[config.mk]
export PLATFORM = sky130hd
export DESIGN_NAME = rgb_to_hsv_converter_unit
export DESIGN_NICKNAME = d
export VERILOG_FILES = /design/src/rtl/core/rhc_pkg.sv /design/src/rtl/core/rhc_front.sv /design/src/rtl/core/rhc_div_step.sv /design/src/rtl/core/rhc_back.sv /design/src/rtl/core/rgb_to_hsv_converter_unit.sv
export SDC_FILE = /design/constraint.sdc
export NUM_CORES = 1
export LEC_CHECK = 0
export BUFFER_PORTS_ARGS = -buffer_cell sky130_fd_sc_hd__buf_2
export CORE_ASPECT_RATIO = 0.7
export CORE_UTILIZATION = 25
export CTS_CLUSTER_DIAMETER = 60
export CTS_CLUSTER_SIZE = 16
export DETAILED_ROUTE_END_ITERATION = 16
export GPL_TIMING_DRIVEN = 1
export PLACE_DENSITY = 0.43
export SETUP_SLACK_MARGIN = 0.4
export SKIP_CTS_REPAIR_TIMING = 1
export SLEW_MARGIN = 5
export SYNTH_ARGS = -nofsm -noshare
export SYNTH_HDL_FRONTEND = slang
export SYNTH_SLANG_ARGS = --single-unit
[constraint.sdc]
create_clock -name clk -period 16.7 [get_ports clk]
set_input_delay 0.835 -clock clk [delete_from_list [all_inputs] [get_ports clk]]
set_output_delay 0.835 -clock clk [all_outputs]
set_load 0.03 [all_outputs]
[src/rtl/core/rhc_pkg.sv]
// Shared types and constants of the RGB to HSV converter.
// Holds the per-stage work record that travels down the division pipeline.
// No dependencies.
`timescale 1ns / 1ps
`default_nettype none

package rhc_pkg;

	localparam int ChanW  = 8;
	localparam int HueW   = 15;
	localparam int HueQw  = 12;   // hue quotient bits, quotient never exceeds one sixth (3840)
	localparam int SatQw  = 8;    // saturation quotient bits
	localparam int HueNumW = ChanW + HueQw;
	localparam int SatNumW = ChanW + SatQw;

	localparam logic [HueW-1:0] HueSixth     = 15'd3840;
	localparam logic [HueW-1:0] HueGreenBase = 15'd7680;
	localparam logic [HueW-1:0] HueBlueBase  = 15'd15360;
	localparam logic signed [15:0] HueTurn   = 16'sd23040;

	// Largest channel; red wins ties over green, green over blue
	typedef enum logic [1:0] {
		SectRed   = 2'b00,
		SectGreen = 2'b01,
		SectBlue  = 2'b10
	} rhc_sect_t;

	typedef struct packed {
		logic [ChanW-1:0] val;       // largest channel
		logic [ChanW-1:0] span;      // max - min, hue divisor
		rhc_sect_t        sect;
		logic             neg;       // hue offset within the sector is negative
		logic [ChanW-1:0] hrem;      // hue partial remainder
		logic [HueQw-1:0] hnq;       // remaining hue numerator bits / quotient bits
		logic [ChanW-1:0] srem;      // saturation partial remainder
		logic [SatQw-1:0] snq;       // remaining saturation numerator bits / quotient bits
	} rhc_work_t;

endpackage

`default_nettype wire

[src/rtl/core/rhc_front.sv]
// Front end of the RGB to HSV converter: max/min search, sector choice and
// division set-up over two register stages. Depends on rhc_pkg.
`timescale 1ns / 1ps
`default_nettype none

module rhc_front import rhc_pkg::*; (
	input  wire logic             clk,
	input  wire logic             arst_n,
	input  wire logic             adv,
	input  wire logic             in_valid,
	input  wire logic [ChanW-1:0] red,
	input  wire logic [ChanW-1:0] green,
	input  wire logic [ChanW-1:0] blue,
	output logic                  out_valid,
	output rhc_work_t             out_work
);

	logic [ChanW-1:0]   mx, mn;
	rhc_sect_t          sect;
	logic signed [ChanW:0] diff;

	logic               valid_s1;
	logic [ChanW-1:0]   val_s1, span_s1, adiff_s1;
	rhc_sect_t          sect_s1;
	logic               neg_s1;

	logic [HueNumW-1:0] hnum;
	logic [SatNumW-1:0] snum;
	rhc_work_t          work_nx;

	logic               valid_s2;
	rhc_work_t          work_s2;

	always_comb begin
		mx = red;
		mn = red;
		if (green > mx) mx = green;
		if (blue > mx) mx = blue;
		if (green < mn) mn = green;
		if (blue < mn) mn = blue;
		if (mx == red) begin
			sect = SectRed;
			diff = $signed({1'b0, green}) - $signed({1'b0, blue});
		end else if (mx == green) begin
			sect = SectGreen;
			diff = $signed({1'b0, blue}) - $signed({1'b0, red});
		end else begin
			sect = SectBlue;
			diff = $signed({1'b0, red}) - $signed({1'b0, green});
		end
	end

	always_ff @(posedge clk or negedge arst_n) begin
		if (!arst_n) begin
			valid_s1 <= 1'b0;
			valid_s2 <= 1'b0;
		end else if (adv) begin
			valid_s1 <= in_valid;
			valid_s2 <= valid_s1;
		end
	end

	always_ff @(posedge clk) begin
		if (adv) begin
			val_s1   <= mx;
			span_s1  <= mx - mn;
			sect_s1  <= sect;
			neg_s1   <= diff[ChanW];
			adiff_s1 <= diff[ChanW] ? ChanW'(-diff) : diff[ChanW-1:0];
		end
	end

	// 3840 * |diff| = (|diff| << 12) - (|diff| << 8); span * 255 likewise
	always_comb begin
		hnum = {adiff_s1, 12'b0} - {4'b0, adiff_s1, 8'b0};
		snum = {span_s1, 8'b0} - {8'b0, span_s1};
		work_nx.val  = val_s1;
		work_nx.span = span_s1;
		work_nx.sect = sect_s1;
		work_nx.neg  = neg_s1;
		// upper numerator bits are already below the divisor
		work_nx.hrem = hnum[HueNumW-1:HueQw];
		work_nx.hnq  = hnum[HueQw-1:0];
		work_nx.srem = snum[SatNumW-1:SatQw];
		work_nx.snq  = snum[SatQw-1:0];
	end

	always_ff @(posedge clk) begin
		if (adv) work_s2 <= work_nx;
	end

	assign out_valid = valid_s2;
	assign out_work  = work_s2;

endmodule

`default_nettype wire

[src/rtl/core/rhc_div_step.sv]
// One registered restoring-division stage: one hue quotient bit and, in the
// first stages, one saturation quotient bit. Depends on rhc_pkg.
`timescale 1ns / 1ps
`default_nettype none

module rhc_div_step import rhc_pkg::*; #(
	parameter int StepIdx = 0
) (
	input  wire logic      clk,
	input  wire logic      arst_n,
	input  wire logic      adv,
	input  wire logic      in_valid,
	input  wire rhc_work_t in_work,
	output logic           out_valid,
	output rhc_work_t      out_work
);

	localparam logic SatActive = (StepIdx < SatQw);

	logic [ChanW:0] htry, stry;
	rhc_work_t      work_nx;
	logic           valid_sn;
	rhc_work_t      work_sn;

	always_comb begin
		work_nx = in_work;
		htry = {in_work.hrem, in_work.hnq[HueQw-1]};
		if (htry >= {1'b0, in_work.span}) begin
			work_nx.hrem = ChanW'(htry - {1'b0, in_work.span});
			work_nx.hnq  = {in_work.hnq[HueQw-2:0], 1'b1};
		end else begin
			work_nx.hrem = htry[ChanW-1:0];
			work_nx.hnq  = {in_work.hnq[HueQw-2:0], 1'b0};
		end
		stry = {in_work.srem, in_work.snq[SatQw-1]};
		if (SatActive) begin
			if (stry >= {1'b0, in_work.val}) begin
				work_nx.srem = ChanW'(stry - {1'b0, in_work.val});
				work_nx.snq  = {in_work.snq[SatQw-2:0], 1'b1};
			end else begin
				work_nx.srem = stry[ChanW-1:0];
				work_nx.snq  = {in_work.snq[SatQw-2:0], 1'b0};
			end
		end
	end

	always_ff @(posedge clk or negedge arst_n) begin
		if (!arst_n) valid_sn <= 1'b0;
		else if (adv) valid_sn <= in_valid;
	end

	always_ff @(posedge clk) begin
		if (adv) work_sn <= work_nx;
	end

	assign out_valid = valid_sn;
	assign out_work  = work_sn;

endmodule

`default_nettype wire

[src/rtl/core/rhc_back.sv]
// Output stage of the RGB to HSV converter: floor correction, sector offset,
// wrap and the output register. Depends on rhc_pkg.
`timescale 1ns / 1ps
`default_nettype none

module rhc_back import rhc_pkg::*; (
	input  wire logic             clk,
	input  wire logic             arst_n,
	input  wire logic             adv,
	input  wire logic             in_valid,
	input  wire rhc_work_t        in_work,
	output logic                  out_valid,
	output logic [HueW-1:0]       hue,
	output logic [ChanW-1:0]      sat,
	output logic [ChanW-1:0]      val
);

	logic [HueW-1:0]       base;
	logic [HueQw:0]        qmag;
	logic signed [15:0]    qsgn, hsum, hwrap;
	logic [HueW-1:0]       hue_nx;
	logic [ChanW-1:0]      sat_nx;

	logic                  valid_so;
	logic [HueW-1:0]       hue_so;
	logic [ChanW-1:0]      sat_so, val_so;

	always_comb begin
		case (in_work.sect)
			SectGreen: base = HueGreenBase;
			SectBlue:  base = HueBlueBase;
			default:   base = '0;
		endcase
		// floor of a negative quotient: round the magnitude up
		qmag  = {1'b0, in_work.hnq} + (HueQw+1)'(in_work.neg && (in_work.hrem != '0));
		qsgn  = in_work.neg ? -$signed({3'b0, qmag}) : $signed({3'b0, qmag});
		hsum  = $signed({1'b0, base}) + qsgn;
		hwrap = (hsum < 0) ? hsum + HueTurn : hsum;
		hue_nx = (in_work.span == '0) ? '0 : hwrap[HueW-1:0];
		sat_nx = (in_work.val == '0) ? '0 : in_work.snq;
	end

	always_ff @(posedge clk or negedge arst_n) begin
		if (!arst_n) valid_so <= 1'b0;
		else if (adv) valid_so <= in_valid;
	end

	always_ff @(posedge clk) begin
		if (adv) begin
			hue_so <= hue_nx;
			sat_so <= sat_nx;
			val_so <= in_work.val;
		end
	end

	assign out_valid = valid_so;
	assign hue = hue_so;
	assign sat = sat_so;
	assign val = val_so;

endmodule

`default_nettype wire

[src/rtl/core/rgb_to_hsv_converter_unit.sv]
// RGB to HSV converter, top level: front end, 12 division stages, output stage.
// Throughput: one pixel per cycle; the whole pipeline holds while the output
// transaction is stalled, so s_tready is high while the output is empty or taken.
// Reset: arst_n clears all valid bits asynchronously; data registers are not reset.
// Depends on rhc_pkg, rhc_front, rhc_div_step, rhc_back.
`timescale 1ns / 1ps
`default_nettype none

module rgb_to_hsv_converter_unit import rhc_pkg::*; (
	input  wire logic        clk,
	input  wire logic        arst_n,
	input  wire logic        s_tvalid,
	output logic             s_tready,
	input  wire logic [23:0] s_tdata,   // red_in[7:0], green_in[15:8], blue_in[23:16]
	output logic             m_tvalid,
	input  wire logic        m_tready,
	output logic [31:0]      m_tdata    // hue_out[14:0], sat_out[22:15], val_out[30:23], zero[31]
);

	logic             adv;
	logic [HueQw:0]   vld;
	rhc_work_t        wrk [HueQw+1];
	logic [HueW-1:0]  hue;
	logic [ChanW-1:0] sat, val;

	// advance every stage unless the output register is stalled
	assign adv      = !m_tvalid || m_tready;
	assign s_tready = adv;

	rhc_front u_front (
		.clk      (clk),
		.arst_n   (arst_n),
		.adv      (adv),
		.in_valid (s_tvalid),
		.red      (s_tdata[7:0]),
		.green    (s_tdata[15:8]),
		.blue     (s_tdata[23:16]),
		.out_valid(vld[0]),
		.out_work (wrk[0])
	);

	for (genvar i = 0; i < HueQw; i++) begin : g_div
		rhc_div_step #(.StepIdx(i)) u_step (
			.clk      (clk),
			.arst_n   (arst_n),
			.adv      (adv),
			.in_valid (vld[i]),
			.in_work  (wrk[i]),
			.out_valid(vld[i+1]),
			.out_work (wrk[i+1])
		);
	end

	rhc_back u_back (
		.clk      (clk),
		.arst_n   (arst_n),
		.adv      (adv),
		.in_valid (vld[HueQw]),
		.in_work  (wrk[HueQw]),
		.out_valid(m_tvalid),
		.hue      (hue),
		.sat      (sat),
		.val      (val)
	);

	assign m_tdata = {1'b0, val, sat, hue};

endmodule

`default_nettype wire

==> results.yml, run 1 <==
outcome:
  status: "finished clean"
placed_design:
  placed_cell_area_um2: 34380
  port_buffers: 60
  dp_hpwl_um: 44220
  gp_congestion: 0.8130
critical_path:
  critPathLaunch: "s_tdata[12]"
  cp_max_fo: 14
  r2r_cells: 19
  end_kind: "flop"
  arrival_ns: 7.84
  worstSetupPathType: "in -> reg"
  worstPathRequired_ns: 17.03
  r2r-end: "u_back.hue[11]$_SDFFCE_PN0P_"
  cp-start-kind: "primary input"
  rr_startpoint: "g_div[11].u_step.out_work[36]$_DFFE_PP_"
  reg2reg_slack_ns: 10.94
job:
  drv_cap: 0
power_and_ir_drop:
  p_per_area_nw_per_um2: 217.6
  ir_worst_vdd_mv: 0.07037
  p_leak_nw: 14.39
  power.total_mw: 7.958
timing:
  period_minus_slack_ns: 7.518
  tightestPinTransition_ns: 1.086
  finalHoldViolations: 0
  fin_skew_ns: 0.03156
  period_share: 0.4502
  max_slew_margin: 0.2734
  fmax_ghz: 0.1330
  setup_viol: 0
  slew_viol_final: 0
  fin_setup_tns_ns: 0
  whs_ns: 0.1295
  grt_setup_unrepaired: "no"
clock_tree:
  cts_buffers: 67
  clk_pin_slew_ns: 0.07
  cts.sink_count: 672
  cts-root-buf: "clkbuf_16"
  cts_tree: "done"
  worstSkewPairLatency_ns: 0.61
  clock_path_buffers: 3
  htree_num_levels: 3
cells_and_area:
  final_util: 0.2886
  drive_gt1_frac: 0.08783
  areaGrowthSynthToFinish_pct: 14.07
  final_area_um2: 36570
  fillCellCount: 12739
  num-nets-final: 2827
  final_common_cell: "edfxtp_1"
  final_cell_mix: "edfxtp_1 (657), inv_1 (282), ha_1 (223)"
drt:
  remaining_drc_errors: 0
  dr_wl_met2_um: 26070
  wl_per_cell_um: 14.18
  wl_um: 60420
  ant_nets: 0
  top_layer: "met5"
  drt_pre_antenna_iters: 5
  m1WireLength_um: 30700
  drtIter0Drc: 1099
  vias_per_cell: 4.210
  wl_met3_um: 2101
  vias: 17943
synth:
  synth-seq-cells: 672
  ys_top_cells_by_area: "edfxtp_1 (62%), ha_1 (8.7%), o21ai_0 (3.4%)"
  ys_seq_area_frac: 0.6271
  yosys_warnings: 0
  yosys.area.top_type: "edfxtp_1"
  ys_async_sr_fraction: 0.02232
  synth_area_um2: 32060
  avgSynthCellArea_um2: 13.11
  synth_edf_count: 657
  synth_top_cell_area_share: 0.6154
  synth_cell_type_count: 71
  synthFlopType: "edfxtp_1"
  syn_inst: 2446
  syn-num-nets: 2721
grt:
  grt_pass1_wl_um: 98570
  grt_max_degree: 88
  track_usage: 0.09398
  grt_pass1_vias: 18458
  grt-ovfl-total: 0
  antenna_found_initial: 1
floorplanning:
  start_util: 0.2530
  die_h_um: 301.6
  ios: 62
  die_w_um: 430.0
  rows: 109
  die-area_um2: 129700
  coreArea_um2: 126700
min_path:
  min_path_type: "in -> async"
flip-flops by register name, summed over array words and instances (netlist names):
signal and flops:
g_div.u_step.out_work 553, u_back.sat 8, u_front.out_valid 1, u_front.out_work 46
u_front.valid_s1 1, u_front.adiff_s1 8, u_front.neg_s1 1, u_back.out_valid 1
u_back.val 8, u_front.span_s1 8, g_div.u_step.out_valid 12, u_back.hue 15
u_front.sect_s1 2, u_front.val_s1 8
through the flow:
stage                     std cells  worst slack (ns)
after floorplan                2446             1.624
after global placement         4148             8.626
after detailed placement       4148             8.691
after CTS                      4261             9.317
after global routing           4261             8.737
final                          4262             9.182
worst max-delay path by stage:
stage,endpoint,slack (ns),cells after the start
final,u_front.adiff_s1[6]$_DFFE_PP_,9.18,22
after global routing,u_front.adiff_s1[6]$_DFFE_PP_,8.74,22
after CTS,u_front.adiff_s1[6]$_DFFE_PP_,9.32,22
after detailed placement,u_front.adiff_s1[6]$_DFFE_PP_,8.69,22
after global placement,u_front.adiff_s1[6]$_DFFE_PP_,8.63,22
after floorplan,g_div[0].u_step.out_work[0]$_DFFE_PP_,1.62,4
power by group:
group | internal (mW) | total (mW) | switching [mW] | leakage (nW)
sequential | 3.06 | 3.44 | 0.371 | 6.73
clock | 0.843 | 1.52 | 0.673 | 1.06
combinational | 1.24 | 3.01 | 1.76 | 6.59
per-layer routing:
layer | up-vias | track usage
li1 | 9024 | -
met1 | 8596 | 0.1310
met2 | 228 | 0.1466
met3 | 93 | 0.01858
met4 | 2 | 0.02883
met5 | - | 0
critical path: stages:
cell and delay [ns]:
buf_2 0.13, inv_1 0.20, ha_1 0.35, a21o_1 0.24, a221o_1 0.42, nor2_1 0.87
mux2i_1 0.27, ha_1 0.38, a21oi_1 0.12, a2111oi_0 0.43, nor3_1 0.15, a211oi_4 0.76
mux2i_1 0.55, xnor2_1 0.18, o2111ai_1 0.44, or2_1 0.47, mux2i_1 0.27, o21a_1 0.18
ha_1 0.20, nor2b_1 0.14, a21oi_1 0.09, xor2_1 0.15
synth_stat cells (all sizes together) (15+ instances only):
| cell type | n |
|---|---|
| xor2 | 65 |
| mux2i | 16 |
| a21o | 56 |
| o21ai | 221 |
| edfxtp | 657 |
| o31ai | 40 |
| inv | 283 |
| clkbuf | 26 |
| nor3 | 19 |
| nand2b | 62 |
| o211a | 21 |
| a21oi | 70 |
| nand4 | 33 |
| nor2 | 116 |
| nor2b | 61 |
| and2 | 49 |
| ha | 223 |
| xnor2 | 83 |
| dfrtp | 15 |
| or4 | 21 |
| fa | 24 |
| mux2 | 19 |
| nand2 | 153 |
| nand3 | 19 |
layout make-up:
cell class	instances	area, µm²	area share
multi-input cells	1457	10740	0.2937
diodes	1	2.502	0.00006843
repair buffers	71	382.9	0.01047
clock buffers	76	1763	0.04821
clock inverters	37	422.9	0.01156
well taps	1665	2083	0.05697
inverters	283	1070	0.02925
flip-flops and latches	672	20100	0.5497
logic make-up after synthesis:
group | Yosys count | synth area share
fa+ha+maj | 247 | 0.1020
mux | 35 | 0.01179
other cells | 1 | 0.0001170
simple gates | 575 | 0.09238
flops | 672 | 0.6271
buf+inv | 317 | 0.03786
compound gates | 451 | 0.08785
xor+xnor | 148 | 0.04090
Note: power is estimated with default switching activity, not from simulation.
==> run 2: changes to the inputs <==
--- a/config.mk
+++ b/config.mk
@@ -5,6 +5,7 @@
 export SDC_FILE = /design/constraint.sdc
 export NUM_CORES = 1
 export LEC_CHECK = 0
+export ABC_AREA = 1
 export BUFFER_PORTS_ARGS = -buffer_cell sky130_fd_sc_hd__buf_2
 export CORE_ASPECT_RATIO = 0.7
 export CORE_UTILIZATION = 25
==> constraint.sdc (replaced) <==
create_clock -name clk -period 7.71 [get_ports clk]
set_input_delay 0.3855 -clock clk [delete_from_list [all_inputs] [get_ports clk]]
set_output_delay 0.3855 -clock clk [all_outputs]
set_load 0.03 [all_outputs]
==> results.yml, run 2 <==
outcome:
  status: "finished clean"
synth:
  avgSynthCellArea_um2: 11.69
  synth_cell_type_count: 49
  synth_top_cell_area_share: 0.6136
  synth_commonest_cells: "edfxtp_1 (657), inv_1 (427), nand2_1 (308)"
  ys_async_sr_fraction: 0.02232
  synth-seq-cells: 672
  synthFlopType: "edfxtp_1"
  syn_inst: 2750
  syn-num-nets: 3025
  yosys.area.top_type: "edfxtp_1"
  yosysMostFrequentCell: "edfxtp_1"
  ys_seq_area_frac: 0.6253
  synth_edf_count: 657
  synth_area_um2: 32150
  yosys_warnings: 0
  ys_top_cells_by_area: "edfxtp_1 (61%), ha_1 (8.7%), inv_1 (5.0%)"
grt:
  grt_max_degree: 163
  antenna_found_initial: 1
  grt_pass1_vias: 17781
  grt-ovfl-total: 0
  grt_pass1_wl_um: 96940
  track_usage: 0.09250
floorplanning:
  start_util: 0.2535
  coreArea_um2: 126800
  die-area_um2: 130100
  die_h_um: 302.0
  ios: 62
  die_w_um: 430.6
  rows: 109
cells_and_area:
  largest_reg_flops: 553
  drive_gt1_frac: 0.07682
  final_common_cell: "edfxtp_1"
  diodes: 0
  final_area_um2: 36800
  final_util: 0.2901
  areaGrowthSynthToFinish_pct: 14.45
  num-nets-final: 3130
  fillCellCount: 12942
  final_cell_mix: "edfxtp_1 (657), inv_1 (427), nand2_1 (307)"
timing:
  period_share: 0.7094
  finalHoldViolations: 0
  tightestPinTransition_ns: 1.045
  max_slew_margin: 0.3030
  grt_setup_unrepaired: "no"
  slew_viol_final: 0
  period_minus_slack_ns: 5.470
  setup_viol: 0
  fmax_ghz: 0.1828
  fin_skew_ns: 0.02447
  fin_setup_tns_ns: 0
drt:
  vias_per_cell: 4.069
  wl_um: 60070
  vias: 18589
  wl_per_cell_um: 13.15
  drt_pre_antenna_iters: 7
  drtIter0Drc: 1207
  remaining_drc_errors: 0
  ant_nets: 0
clock_tree:
  worstSkewPairLatency_ns: 0.63
  clock_path_buffers: 3
  cts_tree: "done"
  clk_pin_slew_ns: 0.07
  cts-root-buf: "clkbuf_16"
  cts.sink_count: 672
  htree_num_levels: 3
  cts_buffers: 66
placed_design:
  port_buffers: 60
  placed_cell_area_um2: 34500
  gp_congestion: 0.8313
  dp_hpwl_um: 42640
min_path:
  min_path_type: "in -> async"
critical_path:
  end_kind: "flop"
  reg2reg_slack_ns: 2.24
  arrival_ns: 5.86
  r2r-end: "u_back.hue[11]$_SDFFCE_PN0P_"
  cp_max_fo: 17
  r2r_cells: 26
  worstPathRequired_ns: 8.10
  rr_startpoint: "g_div[11].u_step.out_work[36]$_DFFE_PP_"
  cp-start-kind: "flop"
  worstSetupPathType: "reg -> reg"
job:
  drv_cap: 0
[run 2: kinds of logic after synthesis]
group	share of synthesized area
buffers and inverters	0.05491
and+or+nand+nor	0.1052
AOI/OAI and AO/OA	0.06861
muxes	0.003853
other	0.0001166
xor gates and xnor gates	0.04032
DFF	0.6253
adders and majority gates	0.1017
[run 2: how the worst max path moves through the flow]
stage                                            start                               endpoint
6_report       g_div[11].u_step.out_work[36]$_DFFE_PP_           u_back.hue[11]$_SDFFCE_PN0P_
5_1_grt        g_div[11].u_step.out_work[36]$_DFFE_PP_           u_back.hue[11]$_SDFFCE_PN0P_
3_5_place_dp                               s_tdata[14]          u_front.adiff_s1[4]$_DFFE_PP_
4_1_cts        g_div[11].u_step.out_work[36]$_DFFE_PP_           u_back.hue[14]$_SDFFCE_PN0P_
2_1_floorplan             u_back.out_valid$_DFFE_PN0P_  g_div[0].u_step.out_valid$_DFFE_PN0P_
3_3_place_gp                               s_tdata[14]          u_front.adiff_s1[4]$_DFFE_PP_
[run 2: cell type report]
class / count / area [µm²] / area share
clock buffers: 75 / 1728 / 0.04696
multi-input cells: 1614 / 10290 / 0.2796
repair buffers: 69 / 422.9 / 0.01149
inverters: 432 / 1622 / 0.04407
well taps: 1665 / 2083 / 0.05661
clock inverters: 41 / 549.3 / 0.01493
flip-flops and latches: 672 / 20100 / 0.5463
[run 2: metal layers]
| metal | wire [µm] | global-route usage |
|---|---|---|
| met1 | 32660 | 0.1397 |
| met4 | 1428 | 0.02940 |
| met5 | 0 | 0 |
| met2 | 23910 | 0.1310 |
| met3 | 2075 | 0.01848 |
[run 2: critical path, cell delays in order, from the launching register on]
cell and delay (ns):
edfxtp_1 0.71, inv_1 0.25, a21oi_1 0.19, ha_1 0.20
ha_1 0.25, inv_1 0.08, ha_1 0.14, inv_1 0.06
nor3_1 0.24, inv_1 0.09, nor3_1 0.21, inv_1 0.10
nor2_1 0.13, nand2_1 0.06, o21ai_0 0.26, nand2_1 0.14
xor2_1 0.16, ha_1 0.30, inv_1 0.05, o21ai_0 0.26
a21oi_1 0.11, or2_2 0.31, o21ai_1 0.42, inv_1 0.12
nor2_1 0.15, a21oi_1 0.08, o21a_1 0.14
[run 2: metrics by stage]
step                      hold WS [ns]  setup WS [ns]  instances
after floorplan                0.08991          1.269       2750
after global placement          0.3084          1.681       4450
after detailed placement        0.3101          1.768       4450
after CTS                      -0.4155          2.213       4566
after global routing            0.1808          1.541       4568
final                           0.1859          2.240       4568
Power of run 2 is left out: the tool's default activity adds up to more than one toggle a clock period on the data nets, which glitch-free logic cannot reach.
